### src/rtl/core/constant_power_pan_gains_core_macros.svh
// ----------------------------------------------------------------------------
// Assertion macros for the constant-power pan gain core
// Shared concurrent-check forms, clocked on clock and held off during reset.
// ----------------------------------------------------------------------------
`ifndef CONSTANT_POWER_PAN_GAINS_CORE_MACROS_SVH
`define CONSTANT_POWER_PAN_GAINS_CORE_MACROS_SVH

// same-cycle implication
`define CPPG_ASSERT_NOW(label, ante, cons) \
   label: assert property (@(posedge clock) disable iff (reset) (ante) |-> (cons)) \
      else $error("cppg check failed");

// next-cycle implication
`define CPPG_ASSERT_NEXT(label, ante, cons) \
   label: assert property (@(posedge clock) disable iff (reset) (ante) |=> (cons)) \
      else $error("cppg check failed");

`endif

### src/rtl/core/cppg_pkg.sv
// ----------------------------------------------------------------------------
// cppg_pkg
// Shared constants and elaboration-time helpers for the pan gain core.
// ----------------------------------------------------------------------------
package cppg_pkg;

   localparam int unsigned Q32_W = 32;

   // floor square root, elaboration time only
   function automatic longint unsigned isqrt64(input longint unsigned v_arg);
      longint unsigned v;
      longint unsigned r;
      longint unsigned b;
      v = v_arg;
      r = 0;
      b = 64'd1 << 62;
      while (b > v) b = b >> 2;
      while (b != 0) begin
         if (v >= r + b) begin
            v = v - (r + b);
            r = (r >> 1) + b;
         end else begin
            r = r >> 1;
         end
         b = b >> 2;
      end
      return r;
   endfunction

   // 2^(-1/2^k) in Q0.32 by repeated square roots of one half
   function automatic logic [31:0] root_const(input int k);
      longint unsigned c;
      c = 64'd1 << 31;
      for (int n = 0; n < k; n++) c = isqrt64(c << 32);
      return c[31:0];
   endfunction

endpackage

### src/rtl/core/cppg_queue.sv
// ----------------------------------------------------------------------------
// cppg_queue
// Two-entry queue between the front register and the gain pipeline.
// ----------------------------------------------------------------------------
module cppg_queue #(
   parameter int WIDTH = 17
) (
   input  logic             clock,
   input  logic             reset,
   input  logic             wr_valid,
   output logic             wr_ready,
   input  logic [WIDTH-1:0] wr_data,
   output logic             rd_valid,
   input  logic             rd_take,
   output logic [WIDTH-1:0] rd_data
);
   import cppg_pkg::*;

   logic [WIDTH-1:0] mem_ff [2];
   logic             wr_ptr_ff, wr_ptr_in;
   logic             rd_ptr_ff, rd_ptr_in;
   logic [1:0]       count_ff, count_in;
   logic             do_wr, do_rd;

   assign wr_ready = (count_ff != 2'd2);
   assign rd_valid = (count_ff != 2'd0);
   assign do_wr    = wr_valid && wr_ready;
   assign do_rd    = rd_take && rd_valid;
   assign rd_data  = mem_ff[rd_ptr_ff];

   always_comb begin
      wr_ptr_in = do_wr ? !wr_ptr_ff : wr_ptr_ff;
      rd_ptr_in = do_rd ? !rd_ptr_ff : rd_ptr_ff;
      count_in  = count_ff + {1'b0, do_wr} - {1'b0, do_rd};
   end

   always_ff @(posedge clock) begin
      if (reset) begin
         wr_ptr_ff <= 1'b0;
         rd_ptr_ff <= 1'b0;
         count_ff  <= 2'd0;
      end else begin
         wr_ptr_ff <= wr_ptr_in;
         rd_ptr_ff <= rd_ptr_in;
         count_ff  <= count_in;
      end
   end

   always_ff @(posedge clock) begin
      if (do_wr) mem_ff[wr_ptr_ff] <= wr_data;
   end

endmodule

### config.mk
export PLATFORM = sky130hd
export DESIGN_NAME = cppg_queue
export DESIGN_NICKNAME = d
export VERILOG_FILES = /design/src/rtl/core/constant_power_pan_gains_core_macros.svh /design/src/rtl/core/cppg_pkg.sv /design/src/rtl/core/cppg_queue.sv
export SDC_FILE = /design/constraint.sdc
export NUM_CORES = 1
export LEC_CHECK = 0
export ABC_AREA = 1
export BUFFER_PORTS_ARGS = -buffer_cell sky130_fd_sc_hd__buf_4
export CAP_MARGIN = 20
export CORE_MARGIN = 5
export CORE_UTILIZATION = 30
export CTS_CLUSTER_SIZE = 30
export DETAILED_ROUTE_END_ITERATION = 7
export GPL_TIMING_DRIVEN = 0
export HOLD_SLACK_MARGIN = 0.12
export PLACE_DENSITY = 0.56
export SYNTH_ARGS = -nofsm -noshare
export SYNTH_HDL_FRONTEND = slang
export SYNTH_SLANG_ARGS = --single-unit
### constraint.sdc
create_clock -name clock -period 2 [get_ports clock]
set_input_delay 0.4 -clock clock [delete_from_list [all_inputs] [get_ports clock]]
set_output_delay 0.4 -clock clock [all_outputs]
set_load 0.01 [all_outputs]
# Yosys cells after proc, flatten, opt, wreduce, memory -nomap -nowiden
# Memory sizes are Yosys's and may differ from the RTL's. A register that Yosys moved wholly into a read port is not among the register bits.
# Cells that the tools add are included.
totals:
  ff_bits: 4
  ramBits: 34
  output_inout_bits: 19
  word_cells: 16
  n_memories: 1
op_classes:
  add_sub_neg: 2
  eq_ne: 1
  mux: 4
  n_reduce_logical: 5
memory_table:
  columns: ["name", "words", "width", "rd", "rd_ports_with_merged_regs", "wr", "line", "source"]
  rows:
  - ["mem_ff", 2, 17, 1, 1, 1, "cppg_queue.sv:19", "logic [WIDTH-1:0] mem_ff [2];"]
ops:
  columns: ["cell", "count"]
  rows:
  - ["1-bit two-way mux", 4]
  - ["2-bit by 1-bit adder with 2-bit output", 1]
  - ["1-bit logical AND", 2]
  - ["1-bit zero test", 2]
  - ["2-bit inequality test (second input constant)", 1]
  - ["2-bit nonzero test", 1]
  - ["2-bit by 1-bit subtractor with 2-bit output", 1]

# Depth between registers and ports, before layout
depth:
  word_depth: 4
  ltp_mapped: 11
  ltp_nobuf: 11

# Least setup slack after synthesis
# No wires, ideal clock.
synth_path:
  path_kind: "register -> register"
  from: "register count_ff[0]"
  to: "memory mem_ff[0][0] (enable)"
  setup_ps: 390
  arrival_ps: 1320
  slack_ps: 289
  path_stages_with_launch: 5
  n_path_buf: 0
  synth_period_minus_slack_ps: 1711
  path_cell_list: "dfxtp_1 inv_1 nand2_2 nand2_2 nor2_1"
synth_via:
  elab_chain_cells: 4
synth_lines:
  columns: ["item", "line", "source"]
  rows:
  - ["start: declaration", "cppg_queue.sv:22", "logic [1:0] count_ff, count_in;"]
  - ["start signal: assignment", "cppg_queue.sv:45", "count_ff <= count_in;"]
  - ["2-bit inequality test", "cppg_queue.sv:25", "assign wr_ready = (count_ff != 2'd2);"]
  - ["net wr_ready", "cppg_queue.sv:11", "output logic wr_ready,"]
  - ["1-bit logical AND", "cppg_queue.sv:27", "assign do_wr = wr_valid && wr_ready;"]
  - ["1-bit two-way mux", "cppg_queue.sv:50", "if (do_wr) mem_ff[wr_ptr_ff] <= wr_data;"]
  - ["1-bit two-way mux (implied by the code)", "cppg_queue.sv:50", null]
  - ["end: declaration", "cppg_queue.sv:19", null]
# The timed path passes the listed nets, and every way through them passes these cells.

==> results.tsv <==
metric	value	unit
outcome	finished, final reports clean	
synth_cell_types	17	
postCtsSetupBuffers	0	
pwr-share-comb	33.8	%
reg2reg_depth	4	
rr_endpoint	mem_ff[1][11]	
fillCellCount	478	
whs	0.2881	ns
cts_tree	done	
vias	840	
r2r_slack	0.28	ns
drt-pass1-iter-count	4	
fmax	571.5	MHz
drt_wl_total	2578	um
yosysTopAreaCell	edfxtp_1	
clockRootBuffer	clkbuf_8	
antenna_found_initial	0	
initial_utilization	30.37	%
grt_max_degree	19	
drc	0	
ir_drop	0.5371	mV
fp.dieW	81.45	um
yosys-top-cells-area	edfxtp_1 67%, mux2_4 9.8%, dfxtp_1 6.5%, mux2_2 5.1%, inv_1 2.0%	
ff_latch_area	0.001121	mm2
rows	26	
syn_inst	89	
die_area	0.006634	mm2
insertion_delay	0.28	ns
ys_seq_area_share	73.20	%
worstMarginPinSlew	0.9619	ns
cts_sinks	39	
cpPeakStageDelay	0.32	ns
final_area	0.001987	mm2
pwr-share-seq	46.3	%
path_depth	4	
r2r-start	count_ff[0]	
p_int	0.001691	W
switching_share	28.03	%
final_common_cell	buf_4	
dp_hpwl	1842	um
final_cell_mix	39 x buf_4, 34 x edfxtp_1, 10 x mux2_4	
skew	0.005986	ns
crit_slowest_cell	dfxtp_1	
p_leak	0.7791	nW
antenna_left	0	
max_slew_margin	35.81	%
vias_per_cell	4.118	
cts_buffers	5	
endpoint	rd_data[15]	
clockBufferDepth	2	
path_cells	buf_6 > buf_12 > mux2_4 > buf_4	
final_net_count	157	
drt_iter0_markers	13	
finalCritPeriodShare	87.49	%
critPathBufInv	3	
hp-class	in -> reg	
layoutNonFillerInstCount	204	
fp.dieH	81.45	um
dpl_cell_area	0.001914	mm2
ys_ff_latch	39	
layout_min_cycle_time	1.750	ns
grt_overflow_total	0	
maxCapViolCount	0	
slew_viol_final	0	
clk_pin_slew	0.07	ns
drive_gt1_share	50.75	%
htreeDepth	2	
p_switching	0.0006584	W
startpoint_type	flip-flop	
syn_area	0.001531	mm2
io_pins	40	
path_max_fanout	10	
gr-usage-all-layers	8.653	%
pwr_density_cell	1182	mW/mm2
synth_top_area_share	66.67	%
synthToLayoutAreaGrowth	29.74	%
worst-setup-path-type	reg -> out	
endpoint_kind	output pin	
yosysWarnings	0	
first_global_vias	901	
final_hold_viol_count	0	
multiInputGateArea	351.6	um2
total_power	0.002349	W
pwr-share-clk	19.9	%
required	1.60	ns
grt_pass1_wl	4140	um
routedWlPerCell	12.64	um
gp_congestion	0.6142	
grt_setup_unrepaired	false	
antenna_cells	0	
final_core_util	39.40	%
synth_nets	111	
core	0.005042	mm2
dp.cells	198	
ctsHoldBuffers	0	
cp_data_arrival_time	1.35	ns
avgSynthCellArea	17.21	um2
portBuffers	39	
path_delay_family	buffers and inverters	
cts_resized	0	
finalSetupViolCount	0	
-- routing by layer --
metal / vias to the layer above / share of wire, % / wire, um / global-route usage, %
li1: 404 / - / - / -
met1: 397 / 39 / 1007 / 8.919
met2: 37 / 51 / 1308 / 14.66
met3: 2 / 10 / 258 / 4.934
met4: 0 / 0.16 / 4 / 3.041
met5: - / 0 / 0 / 0
-- cell type report --
cell class | count | share of cell area (%)
Sequential cell | 39 | 56.42
Multi-Input combinational cell | 40 | 17.70
Timing Repair Buffer | 39 | 14.74
Tap cell | 70 | 4.408
Clock buffer | 6 | 3.652
Buffer | 2 | 1.574
Inverter | 8 | 1.511
-- cells by family (layout without fill, tap and decap cells) --
family | after synthesis | in the layout | synth area share (%)
AOI/OAI and AO/OA | 2 | 2 | 0.6536
muxes | 17 | 17 | 14.95
DFF | 39 | 39 | 73.20
buffers and inverters | 10 | 55 | 4.003
adders and majority gates | 1 | 1 | 0.8169
xor gates and xnor gates | 1 | 1 | 0.5720
and+or+nand+nor | 19 | 19 | 5.800
-- through the flow --
| stage | TNS (ns) | setup WS (ns) |
|---|---|---|
| after global routing | 0 | 0.1079 |
| final | 0 | 0.2502 |
| after global placement | -2.786 | -0.1646 |
| after detailed placement | 0 | 0.2326 |
| after CTS | 0 | 0.2234 |
| after floorplan | 0 | 0.2891 |
-- power groups by stage --
stage | Clock, W | Combinational (W) | Sequential, W
detailed placement | 0 | 0.000813 | 0.00111
global placement | 0 | 0.000793 | 0.00110
CTS | 0.000488 | 0.000815 | 0.00109
floorplan | 0 | 0.000510 | 0.00109
global route | 0.000524 | 0.000885 | 0.00110
finish | 0.000467 | 0.000794 | 0.00109
-- worst reg2reg max path: stages, from the launching register on --
cell and delay, ns:
dfxtp_1 0.36, inv_1 0.06, nand2_2 0.08, nand2_2 0.10, nor2_2 0.74
-- worst min-delay path by stage --
stage | from | to | slack, ns | cells after the start
2_1_floorplan | rd_ptr_ff | flip-flop | 0.47 | 2
3_3_place_gp | rd_ptr_ff | rd_ptr_ff | 0.48 | 2
3_5_place_dp | rd_ptr_ff | flip-flop | 0.50 | 2
4_1_cts | reset | count_ff[0] | 0.28 | 2
5_1_grt | reset | count_ff[0] | 0.28 | 2
6_report | reset | count_ff[0] | 0.29 | 2
-- state kept, by name, indices dropped and copies added (netlist names), named ones only --
signal and flops:
count_ff 2, mem_ff 34, rd_ptr_ff 1, wr_ptr_ff 1
-- synth_stat cells (all sizes together) --
cell type,number
edfxtp,34
mux2,17
nor2,9
inv,8
nand2,8
dfxtp,5
a21oi,2
buf,2
ha,1
nand3,1
nor3,1
xnor2,1
No activity file was read; power rests on OpenSTA's default activity.
