File: src/rtl/core/constant_power_pan_gains_core_macros.svh
// ----------------------------------------------------------------------------
// Assertion macros for the constant-power pan gain core
// Shared concurrent-check forms, clocked on clock and held off during reset.
// ----------------------------------------------------------------------------
`ifndef CONSTANT_POWER_PAN_GAINS_CORE_MACROS_SVH
`define CONSTANT_POWER_PAN_GAINS_CORE_MACROS_SVH

// same-cycle implication
`define CPPG_ASSERT_NOW(label, ante, cons) \
   label: assert property (@(posedge clock) disable iff (reset) (ante) |-> (cons)) \
      else $error("cppg check failed");

// next-cycle implication
`define CPPG_ASSERT_NEXT(label, ante, cons) \
   label: assert property (@(posedge clock) disable iff (reset) (ante) |=> (cons)) \
      else $error("cppg check failed");

`endif

File: src/rtl/core/cppg_pkg.sv
// ----------------------------------------------------------------------------
// cppg_pkg
// Shared constants and elaboration-time helpers for the pan gain core.
// ----------------------------------------------------------------------------
package cppg_pkg;

   localparam int unsigned Q32_W = 32;

   // floor square root, elaboration time only
   function automatic longint unsigned isqrt64(input longint unsigned v_arg);
      longint unsigned v;
      longint unsigned r;
      longint unsigned b;
      v = v_arg;
      r = 0;
      b = 64'd1 << 62;
      while (b > v) b = b >> 2;
      while (b != 0) begin
         if (v >= r + b) begin
            v = v - (r + b);
            r = (r >> 1) + b;
         end else begin
            r = r >> 1;
         end
         b = b >> 2;
      end
      return r;
   endfunction

   // 2^(-1/2^k) in Q0.32 by repeated square roots of one half
   function automatic logic [31:0] root_const(input int k);
      longint unsigned c;
      c = 64'd1 << 31;
      for (int n = 0; n < k; n++) c = isqrt64(c << 32);
      return c[31:0];
   endfunction

endpackage

File: src/rtl/core/cppg_front.sv
// ----------------------------------------------------------------------------
// cppg_front
// Input register: takes a pan position and turns it into exponent distance
// and a side flag.
// ----------------------------------------------------------------------------
module cppg_front #(
   parameter int FRACTION_BITS = 15
) (
   input  logic                     clock,
   input  logic                     reset,
   input  logic                     req_push,
   output logic                     req_full,
   input  logic [FRACTION_BITS:0]   req_pan_position,
   output logic                     item_valid,
   input  logic                     item_ready,
   output logic [FRACTION_BITS:0]   item_dist,
   output logic                     item_swap
);
   import cppg_pkg::*;

   localparam logic [FRACTION_BITS:0] ONE = (FRACTION_BITS+1)'(1) << FRACTION_BITS;

   logic                   valid_ff, valid_in;
   logic [FRACTION_BITS:0] dist_ff, dist_in;
   logic                   swap_ff, swap_in;
   logic                   take;
   logic                   neg;

   assign req_full = valid_ff && !item_ready;
   assign take     = req_push && !req_full;
   assign neg      = req_pan_position[FRACTION_BITS];

   always_comb begin
      valid_in = take || (valid_ff && !item_ready);
      // right leans near only for a strictly positive pan
      swap_in  = !neg && (req_pan_position != '0);
      dist_in  = neg ? (req_pan_position + ONE) : (ONE - req_pan_position);
   end

   always_ff @(posedge clock) begin
      if (reset) begin
         valid_ff <= 1'b0;
      end else begin
         valid_ff <= valid_in;
      end
   end

   always_ff @(posedge clock) begin
      if (take) begin
         dist_ff <= dist_in;
         swap_ff <= swap_in;
      end
   end

   assign item_valid = valid_ff;
   assign item_dist  = dist_ff;
   assign item_swap  = swap_ff;

endmodule

File: config.mk
export PLATFORM = sky130hd
export DESIGN_NAME = cppg_front
export DESIGN_NICKNAME = d
export VERILOG_FILES = /design/src/rtl/core/constant_power_pan_gains_core_macros.svh /design/src/rtl/core/cppg_pkg.sv /design/src/rtl/core/cppg_front.sv
export SDC_FILE = /design/constraint.sdc
export NUM_CORES = 1
export LEC_CHECK = 0
export ABC_AREA = 1
export ABC_CLOCK_PERIOD_IN_PS = 3000
export BUFFER_PORTS_ARGS = -buffer_cell sky130_fd_sc_hd__buf_2
export CORE_MARGIN = 4
export CORE_UTILIZATION = 51
export CTS_CLUSTER_SIZE = 24
export DETAILED_ROUTE_END_ITERATION = 16
export GPL_TIMING_DRIVEN = 0
export PLACE_DENSITY = 0.84
export SLEW_MARGIN = 40
export SYNTH_ARGS = -nofsm -noshare
export SYNTH_HDL_FRONTEND = slang
export SYNTH_SLANG_ARGS = --single-unit
File: constraint.sdc
create_clock -name clock -period 3 [get_ports clock]
set_input_delay 0.6 -clock clock [delete_from_list [all_inputs] [get_ports clock]]
set_output_delay 0.6 -clock clock [all_outputs]
set_load 0.005 [all_outputs]
=== Word level (Yosys, flattened, before mapping) ===
Index checks and enable logic that the tools add are counted.

* Add/sub/neg operators: 2
* Mux-type cells: 1
* Reductions and logical operators: 8

{| class="wikitable"
|+ Operators by type and width
! operator !! count
|-
| 16-bit adder, second input constant || 1
|-
| 16-bit 2-to-1 mux || 1
|-
| 16-bit nonzero test || 1
|-
| 16-bit subtractor, first input constant || 1
|-
| 1-bit logical AND || 3
|-
| 1-bit logical NOT || 3
|-
| 1-bit logical OR || 1
|}

* Register bits after elaboration: 18
* Input port bits: 20
* Output and inout port bits: 19
* Logic and storage cells: 14

=== Depth between registers and ports, before layout ===
Gate-level depths: netlist of run 1.

* Word-level depth: 5
* Depth in mapped cells: 8
* Mapped depth without buffers: 8

=== Least setup slack after synthesis of run 1 ===
No wires, ideal clock.

* Kind: in2reg
* From: input item_ready
* To: register dist_ff[0], in the netlist item_dist[0], enable pin
* Setup time: 0.391 ns
* Arrival: 1.481 ns
* Data required time: 2.609 ns
* Setup slack: 1.128 ns
* Cell stages on the path: 4
* Buffers on the path: 0
* Path through: inv_1 -> nand2_1 -> inv_1 -> nor2_1

* Longest elaborated chain between the ends: 4

{| class="wikitable"
|+ Ends and longest elaborated chain
! element !! line !! text
|-
| start: declaration || cppg_front.sv:15 || <nowiki>input logic item_ready,</nowiki>
|-
| 1-bit logical NOT || cppg_front.sv:29 || <nowiki>assign req_full = valid_ff && !item_ready;</nowiki>
|-
| 1-bit logical AND || cppg_front.sv:29 ||
|-
| named net req_full || cppg_front.sv:12 || <nowiki>output logic req_full,</nowiki>
|-
| 1-bit logical NOT || cppg_front.sv:30 || <nowiki>assign take = req_push && !req_full;</nowiki>
|-
| 1-bit logical AND || cppg_front.sv:30 ||
|-
| named net take || cppg_front.sv:26 || <nowiki>logic take;</nowiki>
|-
| end signal: assignment || cppg_front.sv:50 || <nowiki>dist_ff <= dist_in;</nowiki>
|-
| end: declaration || cppg_front.sv:24 || <nowiki>logic [FRACTION_BITS:0] dist_ff, dist_in;</nowiki>
|}

The timed path passes the listed nets, and every way through them passes these cells.
A chain may end at the register's enable or synchronous reset.

=== Worst setup path in the final report of run 1 ===
* From: input item_ready
* To: output req_full

* Longest elaborated chain between the ends: 2

{| class="wikitable"
|+ Ends and longest elaborated chain
! element !! line
|-
| 1-bit logical NOT || cppg_front.sv:29
|-
| 1-bit logical AND || cppg_front.sv:29
|-
| end: declaration || cppg_front.sv:12
|}

No other way between the ends.

==> qor.txt, run 1 <==
Syn avg cell area: 8.66 um2
Starting density of the core: 55.9%
Setup CP Type: in2out
Final setup TNS: 0 ns
Gr usage total: 15.3%
Post-DP HPWL: 1570 um
CTS sink cnt: 18
CP Capture Type: output port
Cells after Synth: 115
Cell area power density: 418 nW/um2
Post-layout min period: 1.64 ns
Slew Viols, Final: 0
Die height: 52.2 um
Final cycle utilization of the critical path: 54.5%
Util after Layout: 70.2%
Most common cell after layout, fill and taps aside: buf_2
Comb pwr share: 19.0%
Total gr overflow: 0
CP Launch Type: input port
CTS buffer count: 3
Ports: 39
Filler Cell Count: 149
Fmax: 611 MHz
Status: complete, no violations
Via-per-instance ratio: 4.79
Slew of the pin with the lowest slew margin: 0.485 ns
Total number of vias: 872
Switch Pwr: 133 uW
Total setup buffers inserted after CTS: 0
Layout Nets: 179
Max VDD drop: 0.214 mV
Final setup violation count: 0
Synth top area share: 51.3%
Post-synth cell types: 19
TritonRoute pass-1 iters: 4
Sequential Power Share: 57.5%
Core Rows: 15
Post-synthesis sequential area ratio: 53.3%
LEAKAGE: 0.000617 uW
Clock network fraction of total power: 23.5%
Number of H-tree levels: 1
Initial antenna violation count: 0
Largest net degree at the start of global routing: 18
Clk slew on worst S/H paths: 0.09 ns
Routability cong.: 0.813
Area delta synth->final: 25.6%
Most frequent cells in the layout: 38 x buf_2, 34 x nand2_1, 17 x edfxtp_1
Largest cells by area after synthesis: edfxtp_1 51%, nand2_1 13%, inv_1 5.3%, nor2_1 5.3%, nand3_1 4.0%
Longest Clk Path Bufs: 2
Post-synth ARST share: 0%
Max_slew headroom: 67.6%
RSZ-0062 raised after global routing: false
Synth area leader: edfxtp_1
Initial DRC count: 20
Ys flop type: edfxtp_1
Diodes inserted: 0
Number of synthesized flops with an enable pin: 17
CP max FO: 2
DRT Wirelength: 2020 um
#FFs+latches synth: 18
Avg WL per Cell: 11.1 um
Clk_lat worst skew: 0.29 ns
Synthesized area: 996 um2
Die area: 2720 um2
Hold-fix buffers, CTS: 0
Setup Skew: 0.00550 ns
CP Data Required Time: 2.40 ns
Synth warnings: 0
First-pass GRT wire length: 3070 um
Hold Vio Cnt, Final: 0
MaxCap Viol Count: 0
Core Footprint: 1780 um2
Arrival time at the worst endpoint: 1.04 ns
Clk root buf: clkbuf_4
Vias in the first global route: 740
Syn Nets: 136
CTS tree: built
PortBufs: 38
Internal Power: 391 uW
Post-CTS Resized: 0
Fraction of layout cells with a size suffix above 1: 33.8%
Sw Share: 25.4%
Die X: 52.2 um
Antenna viol nets, final: 0
Type of the tightest min-delay check: in2reg
DRC Markers: 0
area by class of cell:
type                    count  area [um2]  area share [%]
plain buffers               1        11.3           0.900
multi-input cells          81         405            32.4
repair buffers             38         190            15.2
well taps                  25        31.3            2.50
clock buffers               4        26.3            2.10
inverters                  15        56.3            4.50
flip-flops and latches     18         531            42.4
registers in the layout (all words and copies together), names as in the netlist:
register / count
item_dist: 16
item_swap: 1
item_valid: 1
power groups by stage:
stage               clock [uW]  combinational (uW)  sequential [uW]
floorplan                    0                48.8              311
global placement             0                94.4              307
detailed placement           0                98.3              307
CTS                        122                99.1              302
global route               134                 112              303
finish                     123                99.6              301
synth_stat cells (2+ instances only):
cell       n
xor2_1     2
nand2_1   34
nand3_1    8
a21oi_1    2
nand4_1    3
inv_1     14
xnor2_1    3
edfxtp_1  17
o21ai_0    4
nand2_2    5
nor2_1    14
nor2_2     2
kinds of logic after synthesis:
group / after synthesis / share of synthesized area (%)
AO/OA/AOI/OAI: 7 / 3.77
flip-flops: 18 / 53.3
adder cells (fa/ha/maj): 1 / 1.26
buffers and inverters: 16 / 6.78
XOR/XNOR: 5 / 4.40
AND/OR/NAND/NOR: 68 / 30.5
per-layer routing:
layer	vias to the layer above	track usage, %	share of wire (%)
met5	-	0	0
met4	0	7.23	1.4
met3	4	3.42	7.8
met2	33	25.9	47
met1	377	18.3	43
li1	458	-	-
critical path, stage by stage:
cell     delay (ns)
buf_2          0.10
inv_1          0.04
nand2_1        0.06
inv_1          0.11
buf_2          0.13
per-stage QoR:
stage	cells	hold slack [ns]	total power, uW	area [um2]	setup WS [ns]
3_5_place_dp	178	0.493	406	1220	1.14
3_3_place_gp	178	0.461	401	1220	0.819
6_report	182	0.458	524	1250	1.36
4_1_cts	182	0.464	523	1250	1.40
2_1_floorplan	115	0.471	360	996	1.13
5_1_grt	182	0.467	548	1250	1.32
final timing paths:
| path | from | to | slack [ns] | cells past startpoint |
|---|---|---|---|---|
| max | item_ready | req_full | 1.36 | 5 |
| min | reset | item_valid | 0.46 | 2 |
| max reg2reg | item_valid | item_dist[9] | 1.78 | 3 |
| min reg2reg | item_valid | item_valid | 0.50 | 2 |
Note: power is estimated with default switching activity, not from simulation.
==> run 2, diff against run 1 <==
ABC_CLOCK_PERIOD_IN_PS = 1450   (was 3000)
CORE_UTILIZATION = 42   (was 51)
PLACE_DENSITY = 0.74   (was 0.84)
clock period = 1.45 ns   (was 3 ns; I/O delays follow)
==> qor.txt, run 2 (synthesized netlist as in run 1, its figures left out) <==
Die X: 56.7 um (was 52.2 um)
Setup CP Type: in2reg (was in2out)
Core Footprint: 2230 um2 (was 1780 um2)
Util after Layout: 56.2% (was 70.2%)
Vias in the first global route: 809 (was 740)
Via-per-instance ratio: 4.69 (was 4.79)
CP Buf/Inv Count: 2 (was 4)
Total gr overflow: 0 (unchanged)
Ports: 39 (unchanged)
Worst hold start: reset (unchanged)
Sw Share: 24.2% (was 25.4%)
Total number of vias: 867 (was 872)
Cell area power density: 849 nW/um2 (was 418 nW/um2)
Post-DP HPWL: 1720 um (was 1570 um)
RSZ-0062 raised after global routing: false (unchanged)
CP Data Required Time: 1.48 ns (was 2.40 ns)
Type of the tightest min-delay check: in2reg (unchanged)
Worst path max stage delay: 0.21 ns (was 0.13 ns)
Diodes inserted: 0 (unchanged)
Total setup buffers inserted after CTS: 0 (unchanged)
PortBufs: 38 (unchanged)
Starting density of the core: 44.6% (was 55.9%)
DP Worst Slack: -0.0613 ns (was 1.14 ns)
Status: complete, no violations (unchanged)
Hold-fix buffers, CTS: 0 (unchanged)
Switch Pwr: 258 uW (was 133 uW)
CTS tree: built (unchanged)
Worst hold slack: 0.166 ns (was 0.458 ns)
Slew Viols, Final: 0 (unchanged)
Fraction of layout cells with a size suffix above 1: 33.8% (unchanged)
Comb pwr share: 19.4% (was 19.0%)
Routability cong.: 0.879 (was 0.813)
Layout Nets: 179 (unchanged)
Max VDD drop: 0.449 mV (was 0.214 mV)
Final Power: 1070 uW (was 524 uW)
First-pass GRT wire length: 3440 um (was 3070 um)
Clk_lat worst skew: 0.27 ns (was 0.29 ns)
Die area: 3210 um2 (was 2720 um2)
Crit path from: req_pan_position[0] (was item_ready)
Gr usage total: 13.0% (was 15.3%)
Die height: 56.7 um (was 52.2 um)
Clock network fraction of total power: 22.1% (was 23.5%)
CTS buffer count: 3 (unchanged)
CP Capture Type: register (was output port)
Most frequent cells in the layout: 38 x buf_2, 34 x nand2_1, 17 x edfxtp_1 (unchanged)
Critical Path Most Common Cell: nand2_1
TritonRoute pass-1 iters: 4 (unchanged)
Filler Cell Count: 221 (was 149)
CP Launch Type: input port (unchanged)
Final setup violation count: 0 (unchanged)
Initial antenna violation count: 0 (unchanged)
Number of H-tree levels: 1 (unchanged)
Worst path cell trace: buf_2 -> inv_1 -> ha_1 -> nand3_1 -> nand2_2 -> o21ai_0 -> nand2_1 -> nand2_1 (was buf_2 -> inv_1 -> nand2_1 -> inv_1 -> buf_2)
Largest net degree at the start of global routing: 18 (unchanged)
Clk slew on worst S/H paths: 0.09 ns (about the same)
Final cycle utilization of the critical path: 82.4%
Antenna viol nets, final: 0 (unchanged)
Post-layout min period: 1.19 ns
Sequential Power Share: 58.5% (was 57.5%)
Crit-path slowest cell: ha_1 (was buf_2)
Initial DRC count: 21 (was 20)
DRT Wirelength: 2020 um (about the same)
Max_slew headroom: 70.5% (was 67.6%)
DRC Markers: 0 (unchanged)
Setup ws final: 0.255 ns (was 1.36 ns)
CP max FO: 8 (was 2)
Fmax: 837 MHz
Worst r2r src: item_valid (unchanged)
Avg WL per Cell: 10.9 um (was 11.1 um)
Setup Skew: 0.00353 ns (was 0.00550 ns)
Area delta synth->final: 26.0% (was 25.6%)
Most common cell after layout, fill and taps aside: buf_2 (unchanged)
LEAKAGE: 0.000617 uW (unchanged)
Arrival time at the worst endpoint: 1.23 ns (was 1.04 ns)
Largest register FFs: 16 (unchanged)
Longest Clk Path Bufs: 2 (unchanged)
Core Rows: 17 (was 15)
Hold Vio Cnt, Final: 0 (unchanged)
CP delay by family, top: simple AND/OR/NAND/NOR gates (was buffers and inverters)
CTS sink cnt: 18 (unchanged)
Slew of the pin with the lowest slew margin: 0.441 ns (was 0.485 ns)
Clk root buf: clkbuf_4 (unchanged)
MaxCap Viol Count: 0 (unchanged)
Post-CTS Resized: 0 (unchanged)
Internal Power: 808 uW (was 391 uW)
[run 2: area by class of cell]
class / count / area, um2 / area share (%)
flip-flops and latches: 18 / 531 / 42.3
multi-input cells: 81 / 405 / 32.3
repair buffers: 38 / 190 / 15.2
inverters: 15 / 56.3 / 4.49
well taps: 28 / 35.0 / 2.79
clock buffers: 4 / 26.3 / 2.09
plain buffers: 1 / 11.3 / 0.897
[run 2: power by group through the flow]
stage | combinational (uW) | clock (uW) | sequential [uW]
final | 207 | 236 | 623
after global routing | 233 | 278 | 628
after CTS | 207 | 245 | 624
after detailed placement | 207 | 0 | 636
after global placement | 199 | 0 | 634
after floorplan | 102 | 0 | 643
[run 2: layer usage]
layer / global-route usage (%) / wire (um)
met5: 0 / 0
met4: 4.07 / 25
met3: 1.61 / 105
met2: 23.4 / 1020
met1: 15.8 / 866
[run 2: metrics by stage]
step | cells | area (um2) | setup TNS, ns
3_5_place_dp | 181 | 1220 | -1.08
3_3_place_gp | 181 | 1220 | -0.389
2_1_floorplan | 115 | 998 | 0
5_1_grt | 185 | 1250 | 0
4_1_cts | 185 | 1250 | 0
6_report | 185 | 1250 | 0
[run 2: worst reg2reg max path, cell delays in order (launching register included)]
cell	delay (ns)
dfxtp_1	0.32
nand2_1	0.08
inv_1	0.07
nor2_4	0.36
[run 2: worst paths after layout]
kind,slack (ns),end,depth (start not counted)
worst max-delay path,0.26,item_dist[8],8
worst min-delay path,0.17,item_valid,2
worst max register to register,0.29,item_dist[9],3
worst min register to register,0.49,item_valid,2
==> run 3, diff against run 2 <==
ABC_CLOCK_PERIOD_IN_PS = 1000   (was 1450)
clock period = 1 ns   (was 1.45 ns; I/O delays follow)
==> qor.txt, run 3 (synthesized netlist as in run 1, its figures left out) <==
Crit-path slowest cell: dfxtp_2 (was ha_1)
Worst r2r src: item_valid (unchanged)
Flop2flop setup slack: -0.05 ns (was 0.29 ns)
Final cycle utilization of the critical path: 105%
Slew of the pin with the lowest slew margin: 0.357 ns (was 0.441 ns)
TritonRoute pass-1 iters: 4 (unchanged)
CTS tree: built (unchanged)
Max VDD drop: 0.810 mV (was 0.449 mV)
Ports: 39 (unchanged)
Setup Skew: 0.00349 ns (was 0.00353 ns)
Total gr overflow: 0 (unchanged)
Initial DRC count: 21 (unchanged)
Clk root buf: clkbuf_4 (unchanged)
Largest register FFs: 16 (unchanged)
Most frequent cells in the layout: 37 x buf_2, 33 x nand2_1, 17 x edfxtp_1 (was 38 x buf_2, 34 x nand2_1, 17 x edfxtp_1)
Met2 wire len: 1010 um (was 1020 um)
Max_slew headroom: 76.0% (was 70.5%)
Cell area power density: 1200 nW/um2 (was 849 nW/um2)
Util after Layout: 59.9% (was 56.2%)
Initial antenna violation count: 0 (unchanged)
Fmax: 949 MHz
Worst path max stage delay: 0.34 ns (was 0.21 ns)
Setup CP Type: reg2out (was in2reg)
Worst hold start: reset (unchanged)
Area delta synth->final: 34.3% (was 26.0%)
Gr usage total: 13.4% (was 13.0%)
Layout Nets: 181 (was 179)
Arrival time at the worst endpoint: 0.85 ns (was 1.23 ns)
CP max FO: 2 (was 8)
Non-filler cells in the finished layout: 187 (was 185)
Via-per-instance ratio: 4.65 (was 4.69)
Type of the tightest min-delay check: in2reg (unchanged)
DRC Markers: 0 (unchanged)
Failing checks: setup timing
Placed Instances: 181 (unchanged)
Die height: 56.7 um (unchanged)
Fraction of layout cells with a size suffix above 1: 39.6% (was 33.8%)
Largest net degree at the start of global routing: 18 (unchanged)
CP Launch Type: register (was input port)
Vias in the first global route: 824 (was 809)
Post-DP Area: 1260 um2 (was 1220 um2)
LEAKAGE: 0.000636 uW (was 0.000617 uW)
Antenna viol nets, final: 0 (unchanged)
Final Power: 1600 uW (was 1070 uW)
Setup ws final: -0.0537 ns (was 0.255 ns)
Avg WL per Cell: 11.0 um (was 10.9 um)
MaxCap Viol Count: 0 (unchanged)
DRT Wirelength: 2050 um (was 2020 um)
Hold Vio Cnt, Final: 0 (unchanged)
Core Rows: 17 (unchanged)
CTS buffer count: 3 (unchanged)
Multi-input logic area: 430 um2 (was 405 um2)
WL met3: 117 um (was 105 um)
First-pass GRT wire length: 3440 um (unchanged)
Status: complete, but fails checks (was complete, no violations)
Worst path cell trace: nand2_2 -> inv_2 -> buf_6 (was buf_2 -> inv_1 -> ha_1 -> nand3_1 -> nand2_2 -> o21ai_0 -> nand2_1 -> nand2_1)
Most common cell after layout, fill and taps aside: buf_2 (unchanged)
Hold depth: 2 (unchanged)
Wl on met1: 907 um (was 866 um)
Longest Clk Path Bufs: 2 (unchanged)
Diodes inserted: 0 (unchanged)
Slew Viols, Final: 0 (unchanged)
Die area: 3210 um2 (unchanged)
Routability cong.: 0.794 (was 0.879)
RSZ-0062 raised after global routing: true (was false)
R2r worst-path depth: 4 (was 3)
CP Capture Type: output port (was register)
Filler Cell Count: 209 (was 221)
Die X: 56.7 um (unchanged)
Post-DP HPWL: 1650 um (was 1720 um)
Number of H-tree levels: 1 (unchanged)
Register area: 532 um2 (was 531 um2)
Total number of vias: 870 (was 867)
Clk slew on worst S/H paths: 0.09 ns (about the same)
Reg-to-Reg End: item_dist[3] (was item_dist[9])
Worst hold slack: 0.0528 ns (was 0.166 ns)
CTS sink cnt: 18 (unchanged)
Core Footprint: 2230 um2 (unchanged)
Post-route cell area: 1340 um2 (was 1250 um2)
PortBufs: 38 (unchanged)
Post-layout min period: 1.05 ns
Final setup violation count: 20 (was 0)
Clk_lat worst skew: 0.29 ns (was 0.27 ns)
Starting density of the core: 44.6% (unchanged)
Hold endpoint: item_valid (unchanged)
CP Data Required Time: 0.80 ns (was 1.48 ns)
Top Layer Used: met4 (unchanged)
run 3: cell types whose count changed in the layout (fill, tap and decap cells not counted), sizes merged:
cell,before,now
buf,39,40
clkinv,0,1
run 3: worst max path at each step:
stage,from,to,slack (ns),cells after the start
after floorplan,item_valid,item_dist[0],-0.08,3
after global placement,req_pan_position[1],item_swap,-0.20,8
after detailed placement,req_pan_position[6],item_dist[14],-0.22,7
after CTS,item_valid,req_full,-0.07,3
after global routing,item_valid,req_full,-0.11,3
final,item_valid,req_full,-0.05,3
run 3: cell type report:
cell class | count | area share (%)
Timing Repair Buffer | 40 | 18.1
Sequential cell | 18 | 39.8
Clock buffer | 3 | 1.68
Buffer | 1 | 0.842
Multi-Input combinational cell | 81 | 32.2
Tap cell | 28 | 2.62
Clock inverter | 1 | 0.281
Inverter | 15 | 4.58
run 3: report_power, final:
| part | leakage [uW] | switching, uW | internal [uW] |
|---|---|---|---|
| clock network | 0.0000154 | 215 | 145 |
| logic | 0.000448 | 185 | 152 |
| registers | 0.000173 | 11.2 | 893 |
| total | 0.000636 | 411 | 1190 |
run 3: what timing repair did:
action | CTS | global route
pin swaps | 1 | 1
gates cloned | 0 | 1
buffers inserted | 1 | 0
gates resized for setup | 1 | 0
hold buffers | 0 | 0
setup endpoints to repair | 24 | 35
run 3: metal layers:
metal / vias up / track usage, %
li1: 460 / -
met2: 26 / 22.3
met4: 0 / 5.08
met5: - / 0
met3: 2 / 2.99
met1: 382 / 16.7
run 3: worst max-delay path, delay by kind of cell, from the launching register on:
kind | cells | cell delay, ns
buf+inv | 2 | 0.18
simple gates | 1 | 0.05
flops | 1 | 0.34
run 3: through the flow:
stage | setup TNS (ns) | setup WS (ns)
final | -0.754 | -0.0537
after floorplan | -1.33 | -0.0780
after global placement | -4.82 | -0.201
after global routing | -2.14 | -0.111
after detailed placement | -5.43 | -0.221
after CTS | -0.135 | -0.0704
